[src/rtl/avt_pkg.sv]
// Shared types and constants of the averaged ADC temperature block.
package avt_pkg;

    localparam int SAMPLE_W = 12;
    localparam int TEMP_W   = 17;

    localparam logic [SAMPLE_W-1:0] SAMPLE_MAX = 12'hFFF;

    // Average = floor(sum * ceil(2^AVG_SHIFT / depth) / 2^AVG_SHIFT), exact for depth <= 256
    localparam int AVG_SHIFT = 28;
    localparam int RECIP_W   = 28;

    // Sensor law with the common factor 32 taken out:
    //   centi = 2500 + round((OFFSET_N - SLOPE_N * avg) / 5504), 5504 = 43 * 128
    localparam int NUM_W   = 29;
    localparam int MAG_W   = 28;
    localparam int SLOPE_W = 17;
    localparam logic signed [NUM_W-1:0] OFFSET_N  = 29'sd183040000;
    localparam logic [SLOPE_W-1:0]      SLOPE_N   = 17'd103125;
    localparam logic [MAG_W-1:0]        HALF_DEN  = 28'd2752;
    localparam int                      DEN_SHIFT = 7;

    // Divide by 43 as multiply by ceil(2^27 / 43), exact for dividends below 2^21
    localparam int                 DIV_W      = MAG_W - DEN_SHIFT;
    localparam int                 R43_W      = 22;
    localparam int                 R43_SHIFT  = 27;
    localparam logic [R43_W-1:0]   RECIP_43   = 22'd3121343;
    localparam int                 QUOT_W     = 16;

    localparam logic signed [TEMP_W-1:0] BASE_CENTI = 17'sd2500;

    typedef struct packed {
        logic valid;
        logic warm;
    } t_stage_ctl;

endpackage

[src/rtl/avt_sample_if.sv]
// Sample channel: valid/ready handshake carrying one ADC conversion.
interface avt_sample_if import avt_pkg::*; ();
    logic                valid;
    logic                ready;
    logic [SAMPLE_W-1:0] sample;

    modport source (output valid, output sample, input ready);
    modport sink   (input valid, input sample, output ready);
endinterface

[src/rtl/avt_temp_if.sv]
// Result channel: valid/ready handshake carrying one temperature reading.
interface avt_temp_if import avt_pkg::*; ();
    logic                     valid;
    logic                     ready;
    logic signed [TEMP_W-1:0] temperature_centi;
    logic                     warmed_up;

    modport source (output valid, output temperature_centi, output warmed_up, input ready);
    modport sink   (input valid, input temperature_centi, input warmed_up, output ready);
endinterface

[src/rtl/avt_cell.sv]
// One window cell: holds a sample and hands it to its neighbor on each shift.
module avt_cell import avt_pkg::*; (
    input  logic                i_clk,
    input  logic                i_rst_n,
    input  logic                i_shift,
    input  logic [SAMPLE_W-1:0] i_d,
    output logic [SAMPLE_W-1:0] o_q
);

    logic [SAMPLE_W-1:0] r_q;

    always_ff @(posedge i_clk) begin
        if (!i_rst_n) begin
            r_q <= SAMPLE_MAX;
        end else if (i_shift) begin
            r_q <= i_d;
        end
    end

    assign o_q = r_q;

endmodule

[src/rtl/avt_window.sv]
// Sample window: chain of cells, running sum and warm-up tracking.
module avt_window import avt_pkg::*; #(
    parameter int WINDOW_DEPTH = 16
) (
    input  logic                                     i_clk,
    input  logic                                     i_rst_n,
    input  logic                                     i_valid,
    input  logic [SAMPLE_W-1:0]                      i_sample,
    output logic                                     o_ready,
    input  logic                                     i_free_next,
    output t_stage_ctl                               o_ctl,
    output logic [SAMPLE_W+$clog2(WINDOW_DEPTH)-1:0] o_sum
);

    localparam int SUM_W = SAMPLE_W + $clog2(WINDOW_DEPTH);
    localparam int CNT_W = $clog2(WINDOW_DEPTH);
    localparam logic [SUM_W-1:0] SUM_RESET = SUM_W'(4095 * WINDOW_DEPTH);
    localparam logic [CNT_W-1:0] CNT_LAST  = CNT_W'(WINDOW_DEPTH - 1);

    logic [SAMPLE_W-1:0] w_tap [WINDOW_DEPTH+1];
    logic                w_free;
    logic                w_accept;
    logic [SUM_W-1:0]    n_sum;
    logic [CNT_W-1:0]    n_cnt;
    logic [SUM_W-1:0]    r_sum;
    logic [CNT_W-1:0]    r_cnt;
    logic                r_full;
    logic                r_valid;
    logic                r_warm;

    assign w_tap[0] = i_sample;

    for (genvar k = 0; k < WINDOW_DEPTH; k++) begin : g_cell
        avt_cell u_cell (
            .i_clk   (i_clk),
            .i_rst_n (i_rst_n),
            .i_shift (w_accept),
            .i_d     (w_tap[k]),
            .o_q     (w_tap[k+1])
        );
    end

    assign w_free   = !r_valid || i_free_next;
    assign w_accept = i_valid && w_free;
    assign o_ready  = w_free;

    // Oldest sample falls out of the last cell
    assign n_sum = r_sum - SUM_W'(w_tap[WINDOW_DEPTH]) + SUM_W'(i_sample);
    assign n_cnt = r_cnt + 1'b1;

    always_ff @(posedge i_clk) begin
        if (!i_rst_n) begin
            r_sum   <= SUM_RESET;
            r_cnt   <= '0;
            r_full  <= 1'b0;
            r_valid <= 1'b0;
            r_warm  <= 1'b0;
        end else begin
            if (w_accept) begin
                r_sum <= n_sum;
                if (!r_full) begin
                    r_cnt <= n_cnt;
                    if (n_cnt == CNT_LAST) begin
                        r_full <= 1'b1;
                    end
                end
            end
            if (w_free) begin
                r_valid <= i_valid;
                r_warm  <= r_full;
            end
        end
    end

    // The accumulator itself is the stage payload: it only moves with a transfer
    assign o_sum       = r_sum;
    assign o_ctl.valid = r_valid;
    assign o_ctl.warm  = r_warm;

endmodule

[src/rtl/avt_convert.sv]
// Conversion pipeline: average, sensor law, rounding and output register.
module avt_convert import avt_pkg::*; #(
    parameter int WINDOW_DEPTH = 16
) (
    input  logic                                     i_clk,
    input  logic                                     i_rst_n,
    input  t_stage_ctl                               i_ctl,
    input  logic [SAMPLE_W+$clog2(WINDOW_DEPTH)-1:0] i_sum,
    output logic                                     o_free,
    output logic                                     o_valid,
    input  logic                                     i_ready,
    output logic signed [TEMP_W-1:0]                 o_temperature_centi,
    output logic                                     o_warmed_up
);

    localparam int SUM_W  = SAMPLE_W + $clog2(WINDOW_DEPTH);
    localparam int PROD_W = SUM_W + RECIP_W;
    localparam logic [RECIP_W-1:0] RECIP =
        RECIP_W'(((64'd1 << AVG_SHIFT) + 64'(WINDOW_DEPTH) - 64'd1) / 64'(WINDOW_DEPTH));

    logic [PROD_W-1:0]              w_avg_prod;
    logic [NUM_W-1:0]               w_slope;
    logic signed [NUM_W-1:0]        w_num;
    logic [MAG_W-1:0]               w_mag;
    logic [MAG_W-1:0]               w_biased;
    logic [DIV_W+R43_W-1:0]         w_q_prod;
    logic signed [TEMP_W-1:0]       w_q_s;
    logic signed [TEMP_W-1:0]       w_temp;
    logic                           w_free2;
    logic                           w_free3;
    logic                           w_free4;
    logic                           w_free5;

    t_stage_ctl                     r_ctl2;
    t_stage_ctl                     r_ctl3;
    t_stage_ctl                     r_ctl4;
    t_stage_ctl                     r_ctl5;
    logic [SAMPLE_W-1:0]            r_avg;
    logic signed [NUM_W-1:0]        r_num;
    logic [QUOT_W-1:0]              r_q;
    logic                           r_neg;
    logic signed [TEMP_W-1:0]       r_temp;

    assign w_free5 = !r_ctl5.valid || i_ready;
    assign w_free4 = !r_ctl4.valid || w_free5;
    assign w_free3 = !r_ctl3.valid || w_free4;
    assign w_free2 = !r_ctl2.valid || w_free3;
    assign o_free  = w_free2;

    assign w_avg_prod = PROD_W'(i_sum) * PROD_W'(RECIP);
    assign w_slope    = NUM_W'(SLOPE_N) * NUM_W'(r_avg);
    assign w_num      = OFFSET_N - $signed(w_slope);
    assign w_mag      = r_num[NUM_W-1] ? MAG_W'(-r_num) : MAG_W'(r_num);
    assign w_biased   = w_mag + HALF_DEN;
    assign w_q_prod   = (DIV_W+R43_W)'(w_biased[MAG_W-1:DEN_SHIFT]) * (DIV_W+R43_W)'(RECIP_43);
    assign w_q_s      = $signed({1'b0, r_q});
    assign w_temp     = r_neg ? (BASE_CENTI - w_q_s) : (BASE_CENTI + w_q_s);

    always_ff @(posedge i_clk) begin
        if (!i_rst_n) begin
            r_ctl2 <= '0;
            r_ctl3 <= '0;
            r_ctl4 <= '0;
            r_ctl5 <= '0;
        end else begin
            if (w_free2) begin
                r_ctl2 <= i_ctl;
            end
            if (w_free3) begin
                r_ctl3 <= r_ctl2;
            end
            if (w_free4) begin
                r_ctl4 <= r_ctl3;
            end
            if (w_free5) begin
                r_ctl5 <= r_ctl4;
            end
        end
    end

    always_ff @(posedge i_clk) begin
        if (w_free2) begin
            r_avg <= w_avg_prod[AVG_SHIFT+SAMPLE_W-1:AVG_SHIFT];
        end
        if (w_free3) begin
            r_num <= w_num;
        end
        if (w_free4) begin
            r_q   <= w_q_prod[R43_SHIFT+QUOT_W-1:R43_SHIFT];
            r_neg <= r_num[NUM_W-1];
        end
        if (w_free5) begin
            // Hold the fixed warm-up reading until the window has filled
            r_temp <= r_ctl4.warm ? w_temp : BASE_CENTI;
        end
    end

    assign o_valid             = r_ctl5.valid;
    assign o_temperature_centi = r_temp;
    assign o_warmed_up         = r_ctl5.warm;

endmodule

[src/rtl/averaged_adc_temperature.sv]
// Path: a transferred sample updates the window sum register, then passes the average,
// numerator, quotient and output registers before its reading can transfer.
// Throughput: one sample per cycle while readings are taken; a stage advances when the
// next one is free, so bubbles close up and input is taken while the output waits.
// The window sum is updated at the input transfer; average, scaling and rounding
// follow in four registered stages, each with at most one multiplier.
// Reset: window cells read 4095, sum 4095 * depth, warm-up restarts, pipeline empties.
module averaged_adc_temperature import avt_pkg::*; #(
    parameter int WINDOW_DEPTH = 16
) (
    input  logic         i_clk,
    input  logic         i_rst_n,
    avt_sample_if.sink   i_sample,
    avt_temp_if.source   o_temp
);

    localparam int SUM_W = SAMPLE_W + $clog2(WINDOW_DEPTH);

    t_stage_ctl       w_ctl;
    logic [SUM_W-1:0] w_sum;
    logic             w_free;

    avt_window #(
        .WINDOW_DEPTH (WINDOW_DEPTH)
    ) u_window (
        .i_clk       (i_clk),
        .i_rst_n     (i_rst_n),
        .i_valid     (i_sample.valid),
        .i_sample    (i_sample.sample),
        .o_ready     (i_sample.ready),
        .i_free_next (w_free),
        .o_ctl       (w_ctl),
        .o_sum       (w_sum)
    );

    avt_convert #(
        .WINDOW_DEPTH (WINDOW_DEPTH)
    ) u_convert (
        .i_clk               (i_clk),
        .i_rst_n             (i_rst_n),
        .i_ctl               (w_ctl),
        .i_sum               (w_sum),
        .o_free              (w_free),
        .o_valid             (o_temp.valid),
        .i_ready             (o_temp.ready),
        .o_temperature_centi (o_temp.temperature_centi),
        .o_warmed_up         (o_temp.warmed_up)
    );

    a_warmup_value: assert property (@(posedge i_clk) disable iff (!i_rst_n)
        o_temp.valid && !o_temp.warmed_up |-> o_temp.temperature_centi == BASE_CENTI)
        else $error("warm-up reading differs from base value");

    a_empty_takes_input: assert property (@(posedge i_clk) disable iff (!i_rst_n)
        !o_temp.valid |-> i_sample.ready)
        else $error("input stalled with empty output register");

    a_warm_sticks: assert property (@(posedge i_clk) disable iff (!i_rst_n)
        o_temp.valid && o_temp.ready && o_temp.warmed_up
            |=> !(o_temp.valid && !o_temp.warmed_up))
        else $error("warm-up reading after a computed reading");

endmodule
[src/flat_wrapper.sv]
// flat-port wrapper written by rule: the top's interface ports become plain ports
module averaged_adc_temperature_flat import avt_pkg::*;
#(
    parameter int WINDOW_DEPTH = 16
)
  (i_clk, i_rst_n, i_sample_valid, i_sample_sample, i_sample_ready, o_temp_valid, o_temp_temperature_centi, o_temp_warmed_up, o_temp_ready);
  avt_sample_if i_sample_i ();
  avt_temp_if o_temp_i ();
  input  logic i_clk;
  input  logic i_rst_n;
  input wire logic [$bits(i_sample_i.valid)-1:0] i_sample_valid;
  input wire logic [$bits(i_sample_i.sample)-1:0] i_sample_sample;
  output wire logic [$bits(i_sample_i.ready)-1:0] i_sample_ready;
  output wire logic [$bits(o_temp_i.valid)-1:0] o_temp_valid;
  output wire logic [$bits(o_temp_i.temperature_centi)-1:0] o_temp_temperature_centi;
  output wire logic [$bits(o_temp_i.warmed_up)-1:0] o_temp_warmed_up;
  input wire logic [$bits(o_temp_i.ready)-1:0] o_temp_ready;
  assign i_sample_i.valid = i_sample_valid;
  assign i_sample_i.sample = i_sample_sample;
  assign i_sample_ready = i_sample_i.ready;
  assign o_temp_valid = o_temp_i.valid;
  assign o_temp_temperature_centi = o_temp_i.temperature_centi;
  assign o_temp_warmed_up = o_temp_i.warmed_up;
  assign o_temp_i.ready = o_temp_ready;
  averaged_adc_temperature #(.WINDOW_DEPTH(WINDOW_DEPTH)) u_core (.i_clk(i_clk), .i_rst_n(i_rst_n), .i_sample(i_sample_i), .o_temp(o_temp_i));
endmodule
[config.mk]
export PLATFORM = sky130hd
export DESIGN_NAME = averaged_adc_temperature_flat
export DESIGN_NICKNAME = d
export VERILOG_FILES = /design/src/rtl/avt_pkg.sv /design/src/rtl/avt_sample_if.sv /design/src/rtl/avt_temp_if.sv /design/src/rtl/avt_cell.sv /design/src/rtl/avt_window.sv /design/src/rtl/avt_convert.sv /design/src/rtl/averaged_adc_temperature.sv /design/src/flat_wrapper.sv
export SDC_FILE = /design/constraint.sdc
export NUM_CORES = 1
export LEC_CHECK = 0
export BUFFER_PORTS_ARGS = -buffer_cell sky130_fd_sc_hd__buf_2
export CAP_MARGIN = 0
export CORE_UTILIZATION = 35
export DETAILED_ROUTE_END_ITERATION = 16
export GPL_TIMING_DRIVEN = 0
export MAX_ROUTING_LAYER = met4
export PLACE_DENSITY = 0.6
export SETUP_SLACK_MARGIN = 0.2
export SLEW_MARGIN = 20
export SYNTH_ARGS = -nofsm -noshare
export SYNTH_HDL_FRONTEND = slang
export SYNTH_SLANG_ARGS = --single-unit
[constraint.sdc]
create_clock -name i_clk -period 8.3 [get_ports i_clk]
set_input_delay 1.66 -clock i_clk [delete_from_list [all_inputs] [get_ports i_clk]]
set_output_delay 1.66 -clock i_clk [all_outputs]
set_load 0.05 [all_outputs]
# Word-level counts from Yosys, hierarchy flattened
# Cells that the tools add are included.
[totals] regBits=298 memories=0 ram_bits=0 rom_bits=0 latch_bits=0 word_cells=62 output_inout_bits=20 in_bits=16
[classes] n_mux=4 div_mod_pow=0 n_reduce_logical=12 n_bitwise=1 eq_ne=1 addsub=8 n_mul=2 n_shift=0 n_lt_le_gt_ge=0
[ops] operator="$mul A21 B22 Y43 const B" n=1
[ops] operator="$mul A17 B12 Y29 const A" n=1
[ops] operator="$sub A29 B29 Y29 const A" n=1
[ops] operator="$add A28 B12 Y28 const B" n=1
[ops] operator="$mux W28" n=1
[ops] operator="$neg A28 Y28" n=1
[ops] operator="$add A12 B16 Y17 const A" n=1
[ops] operator="$mux W17" n=1
[ops] operator="$sub A12 B16 Y17 const A" n=1
[ops] operator="$add A16 B12 Y16" n=1
[ops] operator="$sub A16 B12 Y16" n=1
[ops] operator="$logic_not A1 Y1" n=5
[ops] operator="$logic_or A1 B1 Y1" n=5
[ops] operator="$add A4 B1 Y4 const B" n=1
[ops] operator="$eq A4 B4 Y1 const B" n=1
[ops] operator="$mux W1" n=2
[ops] operator="$reduce_and A2 Y1" n=1
[ops] operator="$logic_and A1 B1 Y1" n=1
[ops] operator="$not A1 Y1" n=1

# Longest topological paths before layout
[depth] ltp_word=8 depth_mapped=38 mapped_depth_nobuf=37

# Hierarchy
# From an unflattened synthesis, not the netlist that was laid out.
[unflattened] hier_cells=2411 hier_area_um2=24202.0
[by_module_without_submodules] module="avt_convert" area_per_inst_um2=15352.2 seq_area_each_um2=2412.3 instances=1 cells_per_inst=1544
[by_module_without_submodules] module="avt_cell" area_per_inst_um2=420.4 seq_area_each_um2=240.2 instances=16 cells_per_inst=38
[by_module_without_submodules] module="avt_window" area_per_inst_um2=2123.3 seq_area_each_um2=460.4 instances=1 cells_per_inst=259

# Least setup slack after synthesis
# OpenSTA, ideal clock, no wires.
[synth_path] path_type="flip-flop to flip-flop" from="register u_core.u_convert.r_num[28]" to="register u_core.u_convert.r_q[14], data pin" t_arrival_ns=8.812 path_buffers=3 slack_ns=-0.771 required_time_ns=8.041 setup_ns=0.259 path_stages_with_launch=36 period_less_slack_ns=9.071 cell_sequence="edfxtp_1 -> clkbuf_1 -> clkbuf_1 -> buf_1 -> o21ai_0 -> xor2_1 -> ha_1 -> and2_1 -> o21ai_0 -> a221oi_2 -> a21oi_1 -> nand3_1 -> o211a_1 -> xor2_1 -> fa_1 -> inv_1 -> fa_1 -> fa_1 -> inv_1 -> fa_1 -> inv_1 -> fa_1 -> fa_1 -> inv_1 -> fa_1 -> inv_1 -> ha_1 -> nand4_1 -> nor2_1 -> nand2_1 -> a31o_2 -> a21oi_1 -> a31oi_1 -> o31a_1 -> o21ai_0 -> xnor2_1"
[synth_between] elab_chain_cells=3
[synth_lines] element="start, declared" line="avt_convert.sv:39" source="logic signed [NUM_W-1:0] r_num;"
[synth_lines] element="start signal, assigned" line="avt_convert.sv:86" source="r_num <= w_num;"
[synth_lines] element="$mux W28" line="avt_convert.sv:53" source="assign w_mag = r_num[NUM_W-1] ? MAG_W'(-r_num) : MAG_W'(r_num);"
[synth_lines] element="$add A28 B12 Y28" line="avt_convert.sv:54" source="assign w_biased = w_mag + HALF_DEN;"
[synth_lines] element="$mul A21 B22 Y43" line="avt_convert.sv:55" source="assign w_q_prod = (DIV_W+R43_W)'(w_biased[MAG_W-1:DEN_SHIFT]) * (DIV_W+R43_W)'(RECIP_43);"
[synth_lines] element="named net u_core.u_convert.w_q_prod[41]" line="avt_convert.sv:26" source="logic [DIV_W+R43_W-1:0] w_q_prod;"
[synth_lines] element="end signal, assigned" line="avt_convert.sv:89" source="r_q <= w_q_prod[R43_SHIFT+QUOT_W-1:R43_SHIFT];"
[synth_lines] element="end, declared" line="avt_convert.sv:40" source="logic [QUOT_W-1:0] r_q;"
# The timed path passes the listed nets, and every way through them passes these cells.
# A chain may end at the register's enable or synchronous reset.

# Worst setup path after layout
[layout_path] from="register u_core.u_convert.r_num[17]" to="register u_core.u_convert.r_q[15], data pin"
[layout_between] elab_chain_cells=4
[layout_lines] element="$neg A28 Y28" line="avt_convert.sv:53"
[layout_lines] element="$mux W28 (*)" line="avt_convert.sv:53"
[layout_lines] element="$add A28 B12 Y28 (*)" line="avt_convert.sv:54"
[layout_lines] element="$mul A21 B22 Y43 (*)" line="avt_convert.sv:55"
[layout_lines] element="named net u_core.u_convert.w_q_prod[42]" line="avt_convert.sv:26"
# The timed path passes the listed nets; every way through them passes the cells marked *.

==> summary.txt <==
Placed design
  • Placed cell count: 3544
  • Worst slack after detailed placement: -1.61 ns
  • Half-perimeter wire length after placement: 43200 um
  • Final estimated routing congestion in global placement: about 0.9
  • Number of I/O port buffers: 34

Worst setup path
  • Highest fanout seen on the critical path: 6
  • Top cell family by delay on the critical path: adder cells
  • Endpoint of the most critical setup path: u_core.u_convert.r_q[15]
  • Setup crit start: u_core.u_convert.r_num[17]
  • Critical path capture point type: flip-flop
  • WP data arrival: around 9 ns
  • Worst path max stage delay: about 0.63 ns
  • Required arrival time at the worst endpoint: roughly 8.6 ns
  • Setup slack of the worst register-to-register path: -0.45 ns
  • Slowest cell on the critical path: sky130_fd_sc_hd__fa_2
  • Count of buffering cells on the critical path with inverters included: 4
  • Number of cells on the critical path: 29
  • Worst-case reg-to-reg path depth: 29
  • Critical Path Start Type: flip-flop
  • Reg2reg start: u_core.u_convert.r_num[17]
  • Most numerous cell on the critical path: sky130_fd_sc_hd__fa_2
  • Worst Path Class, Setup: reg2reg
  • End of the worst register-to-register path: u_core.u_convert.r_q[15]

CTS
  • CTS H-Tree Depth: 2
  • Clock root buffer: sky130_fd_sc_hd__clkbuf_16
  • Clock tree from TritonCTS: done
  • Post-CTS clock slew at the launch and capture registers of the worst setup and hold paths: roughly 0.06 ns
  • Clock network latency to the later pin of the worst-skew pair: around 0.53 ns
  • TritonCTS Sinks: 298
  • Number of hold-repair buffers added at the cts stage: 0
  • Number of buffers created by CTS: 35
  • Clock tree buffer depth: 3

Timing
  • Slack of the critical path: -0.450 ns
  • Count of final max-slew check failures: 0
  • Count of final setup violators: 15
  • Max-Slew Margin vs Limit: between 30% and 40%
  • Slew of the pin with the lowest slew margin: ~1 ns
  • Setup repair after global routing missed its margin: true
  • Final critical-path share of the clock period: 105%
  • Max frequency: between 100 and 150 MHz
  • Final Hold Slack: 0.453 ns
  • Tmin final: 8.75 ns
  • Final number of hold-violating endpoints: 0
  • Worst setup skew after layout: ~0.015 ns

Floorplan
  • Die extent in x: between 200 and 300 um
  • Full die area: between 60000 and 70000 um^2
  • Initial standard-cell utilization of the core: between 30 and 40%
  • DIE HEIGHT: 263 um
  • Area of the core region: 67400 um^2
  • Row count: 95
  • Number of ports placed on the die boundary: 36

GRT
  • Vias in the first global route: between 15000 and 20000
  • GRT Resource Usage Total: between 10% and 20%
  • Global-route wire length before repair: around 90000 um
  • Maximum number of pins on one net before global-route repair: 31
  • Overflow after GRT: 0
  • Number of antenna violations at the first check in global routing: 0

Drt
  • DRC viols: 0
  • Average wire per standard cell: 14.7 um
  • Wire length after detailed routing: 53700 um
  • Final antenna-violating net count: 0
  • Drt first pass iters: 5
  • Number of vias in the routed layout: approximately 17000
  • First DRT Iteration DRCs: 859
  • Via density per instance: ~4.7

Finish
  • Number of antenna cells inserted: 0
  • Fill cell total of the finished layout: about 6700
  • Storage cell area: approximately 6700 um^2
  • Area growth from synthesis to final layout: 14.7%
  • Post-layout utilization of the core: about two fifths
  • Final std cells w/o fill: roughly 3700
  • Number of nets in the layout: between 3000 and 4000
  • Area of the multi-input gates: between 15000 and 20000 um^2
  • Layout cells sized above 1: about a tenth

Yosys
  • Synthesized area per cell: between 9 and 10 um^2
  • Share of flip-flops with an asynchronous set or reset after synthesis: 0%
  • Library cells used by synthesis: between 70 and 80
  • Sequential-to-total area share from yosys stat: between 20 and 30%
  • Share of the synthesized area in the top cell type: between 10% and 20%
  • Synthesized area: between 20000 and 25000 um^2
  • Number of synthesis warnings: 0
  • Number of enable-type register cells in the synthesized netlist: 75
  • Post-synthesis register bit count: about 300
  • Net count after synthesis: ~3200
  • Instance count of the mapped netlist: approximately 2600
  • Largest cells by area after synthesis: sky130_fd_sc_hd__dfxtp_1 19%, sky130_fd_sc_hd__fa_1 18%, sky130_fd_sc_hd__ha_1 17%
  • Cell type contributing the most total cell area after synthesis: sky130_fd_sc_hd__dfxtp_1
  • Most common flop cell mapped by yosys: sky130_fd_sc_hd__dfxtp_1

Run
  • Max Cap Viol: 0

Status
  • Violations in the final reports: negative setup slack
  • Status: finished, violations left

Worst hold path
  • Path type of the worst min-delay path: reg2reg
flip-flops by register name, summed over array words and instances (netlist names):
register,cells
u_core.u_convert.o_temperature_centi,17
u_core.u_convert.o_valid,1
u_core.u_convert.o_warmed_up,1
u_core.u_convert.r_avg,12
u_core.u_convert.r_ctl2,2
u_core.u_convert.r_ctl3,2
u_core.u_convert.r_ctl4,2
u_core.u_convert.r_neg,1
u_core.u_convert.r_num,29
u_core.u_convert.r_q,16
u_core.u_window.g_cell.u_cell.o_q,192
u_core.u_window.o_sum,16
u_core.u_window.r_cnt,4
u_core.u_window.r_full,1
u_core.u_window.r_valid,1
u_core.u_window.r_warm,1
cell usage in the layout (no fill, tap or decap), types with 5 or more instances in the layout:
cell / instances
sky130_fd_sc_hd__o21ai_1: 5
sky130_fd_sc_hd__buf_2: 37
sky130_fd_sc_hd__ha_4: 8
sky130_fd_sc_hd__o31ai_1: 9
sky130_fd_sc_hd__clkbuf_16: 39
sky130_fd_sc_hd__a21oi_1: 68
sky130_fd_sc_hd__and3_1: 7
sky130_fd_sc_hd__a211oi_1: 6
sky130_fd_sc_hd__mux2i_1: 8
sky130_fd_sc_hd__inv_1: 463
sky130_fd_sc_hd__fa_2: 8
sky130_fd_sc_hd__xnor2_1: 55
sky130_fd_sc_hd__or2_2: 5
sky130_fd_sc_hd__a21o_1: 28
sky130_fd_sc_hd__nor2b_1: 11
sky130_fd_sc_hd__o211ai_1: 20
sky130_fd_sc_hd__and2_1: 15
sky130_fd_sc_hd__or3_1: 6
sky130_fd_sc_hd__buf_4: 53
sky130_fd_sc_hd__a21oi_2: 7
sky130_fd_sc_hd__o21ai_0: 34
sky130_fd_sc_hd__fa_1: 212
sky130_fd_sc_hd__edfxtp_1: 75
sky130_fd_sc_hd__nor2_1: 69
sky130_fd_sc_hd__o21bai_1: 7
sky130_fd_sc_hd__clkbuf_8: 9
sky130_fd_sc_hd__dfxtp_1: 223
sky130_fd_sc_hd__nand2_1: 454
sky130_fd_sc_hd__nor3_1: 19
sky130_fd_sc_hd__inv_2: 12
sky130_fd_sc_hd__clkbuf_1: 87
sky130_fd_sc_hd__xor2_1: 32
sky130_fd_sc_hd__nand4_1: 13
sky130_fd_sc_hd__xnor2_2: 10
sky130_fd_sc_hd__ha_1: 313
sky130_fd_sc_hd__o21a_1: 11
sky130_fd_sc_hd__nand2b_1: 14
sky130_fd_sc_hd__nand3_1: 199
sky130_fd_sc_hd__a21boi_0: 6
sky130_fd_sc_hd__a31oi_1: 10
Yosys cell counts (all sizes together), types with 19 or more instances:
| cell type | number |
|---|---|
| inv | 476 |
| nand2 | 455 |
| ha | 324 |
| dfxtp | 223 |
| fa | 220 |
| nand3 | 203 |
| clkbuf | 83 |
| a21oi | 77 |
| edfxtp | 75 |
| nor2 | 72 |
| xnor2 | 67 |
| o21ai | 45 |
| xor2 | 36 |
| a21o | 28 |
| o211ai | 20 |
| nor3 | 19 |
worst register-to-register path: cells and delay by family, from the launching register on:
family | cells | cell delay, ns
adders and majority gates | 8 | 3.81
buffers and inverters | 4 | 0.25
and+or+nand+nor | 6 | 2.01
AOI/OAI and AO/OA | 9 | 1.75
xor gates and xnor gates | 2 | 0.28
DFF | 1 | 0.39
metal layers:
layer / GRT usage (%) / vias to the layer above / wire (um)
li1: - / 8794 / -
met1: 19.8 / 8234 / 24700
met2: 27.8 / 210 / 26400
met3: 1.80 / 62 / 1350
met4: 4.65 / 0 / 1190
met5: - / - / 0
logic make-up (layout without fill, tap and decap cells):
kind of cell | Yosys count | in the layout | share of synthesized area, %
xor+xnor | 103 | 103 | 3.84
flops | 298 | 298 | 28.1
compound gates | 267 | 267 | 7.44
buf+inv | 566 | 718 | 8.93
simple gates | 849 | 849 | 15.9
mux | 10 | 10 | 0.424
fa+ha+maj | 544 | 544 | 35.4
worst min-delay path by stage:
stage                                from                          to  slack [ns]  depth (start not counted)
2_1_floorplan   u_core.u_window.o_sum[10]   u_core.u_convert.r_avg[6]        0.41                          0
3_3_place_gp    u_core.u_window.o_sum[15]  u_core.u_convert.r_avg[11]        0.44                          0
3_5_place_dp    u_core.u_window.o_sum[15]  u_core.u_convert.r_avg[11]        0.44                          0
4_1_cts        u_core.u_convert.r_ctl3[0]  u_core.u_convert.r_ctl3[0]        0.46                          2
5_1_grt         u_core.u_window.o_sum[10]   u_core.u_convert.r_avg[6]        0.47                          0
6_report       u_core.u_convert.r_ctl3[0]  u_core.u_convert.r_ctl3[0]        0.45                          2
metrics by stage:
stage | setup TNS, ns | area (um^2)
floorplan | 0 | 24100
global placement | -19.16 | 25400
detailed placement | -19.60 | 25400
CTS | -3.07 | 27200
global route | -10.11 | 27400
finish | -3.45 | 27400
timing repair:
item                                    4_1_cts  5_1_grt
setup buffers                                41       15
resized for setup                            53       21
pin swaps                                    32       16
gates cloned                                  0        0
endpoints found under the setup margin       16       16
area by class of cell:
type                       count  area share, %
clock inverter                10          0.502
sequential                   298           24.5
clock buffer                  52           3.95
multi-input combinational   1773           56.9
buffer                        90           1.43
tap                          873           3.98
timing repair buffer          90           2.20
inverter                     476           6.53
Power is not shown: default switching activity piles up to over one toggle a cycle in this logic, so the estimate is an artifact.
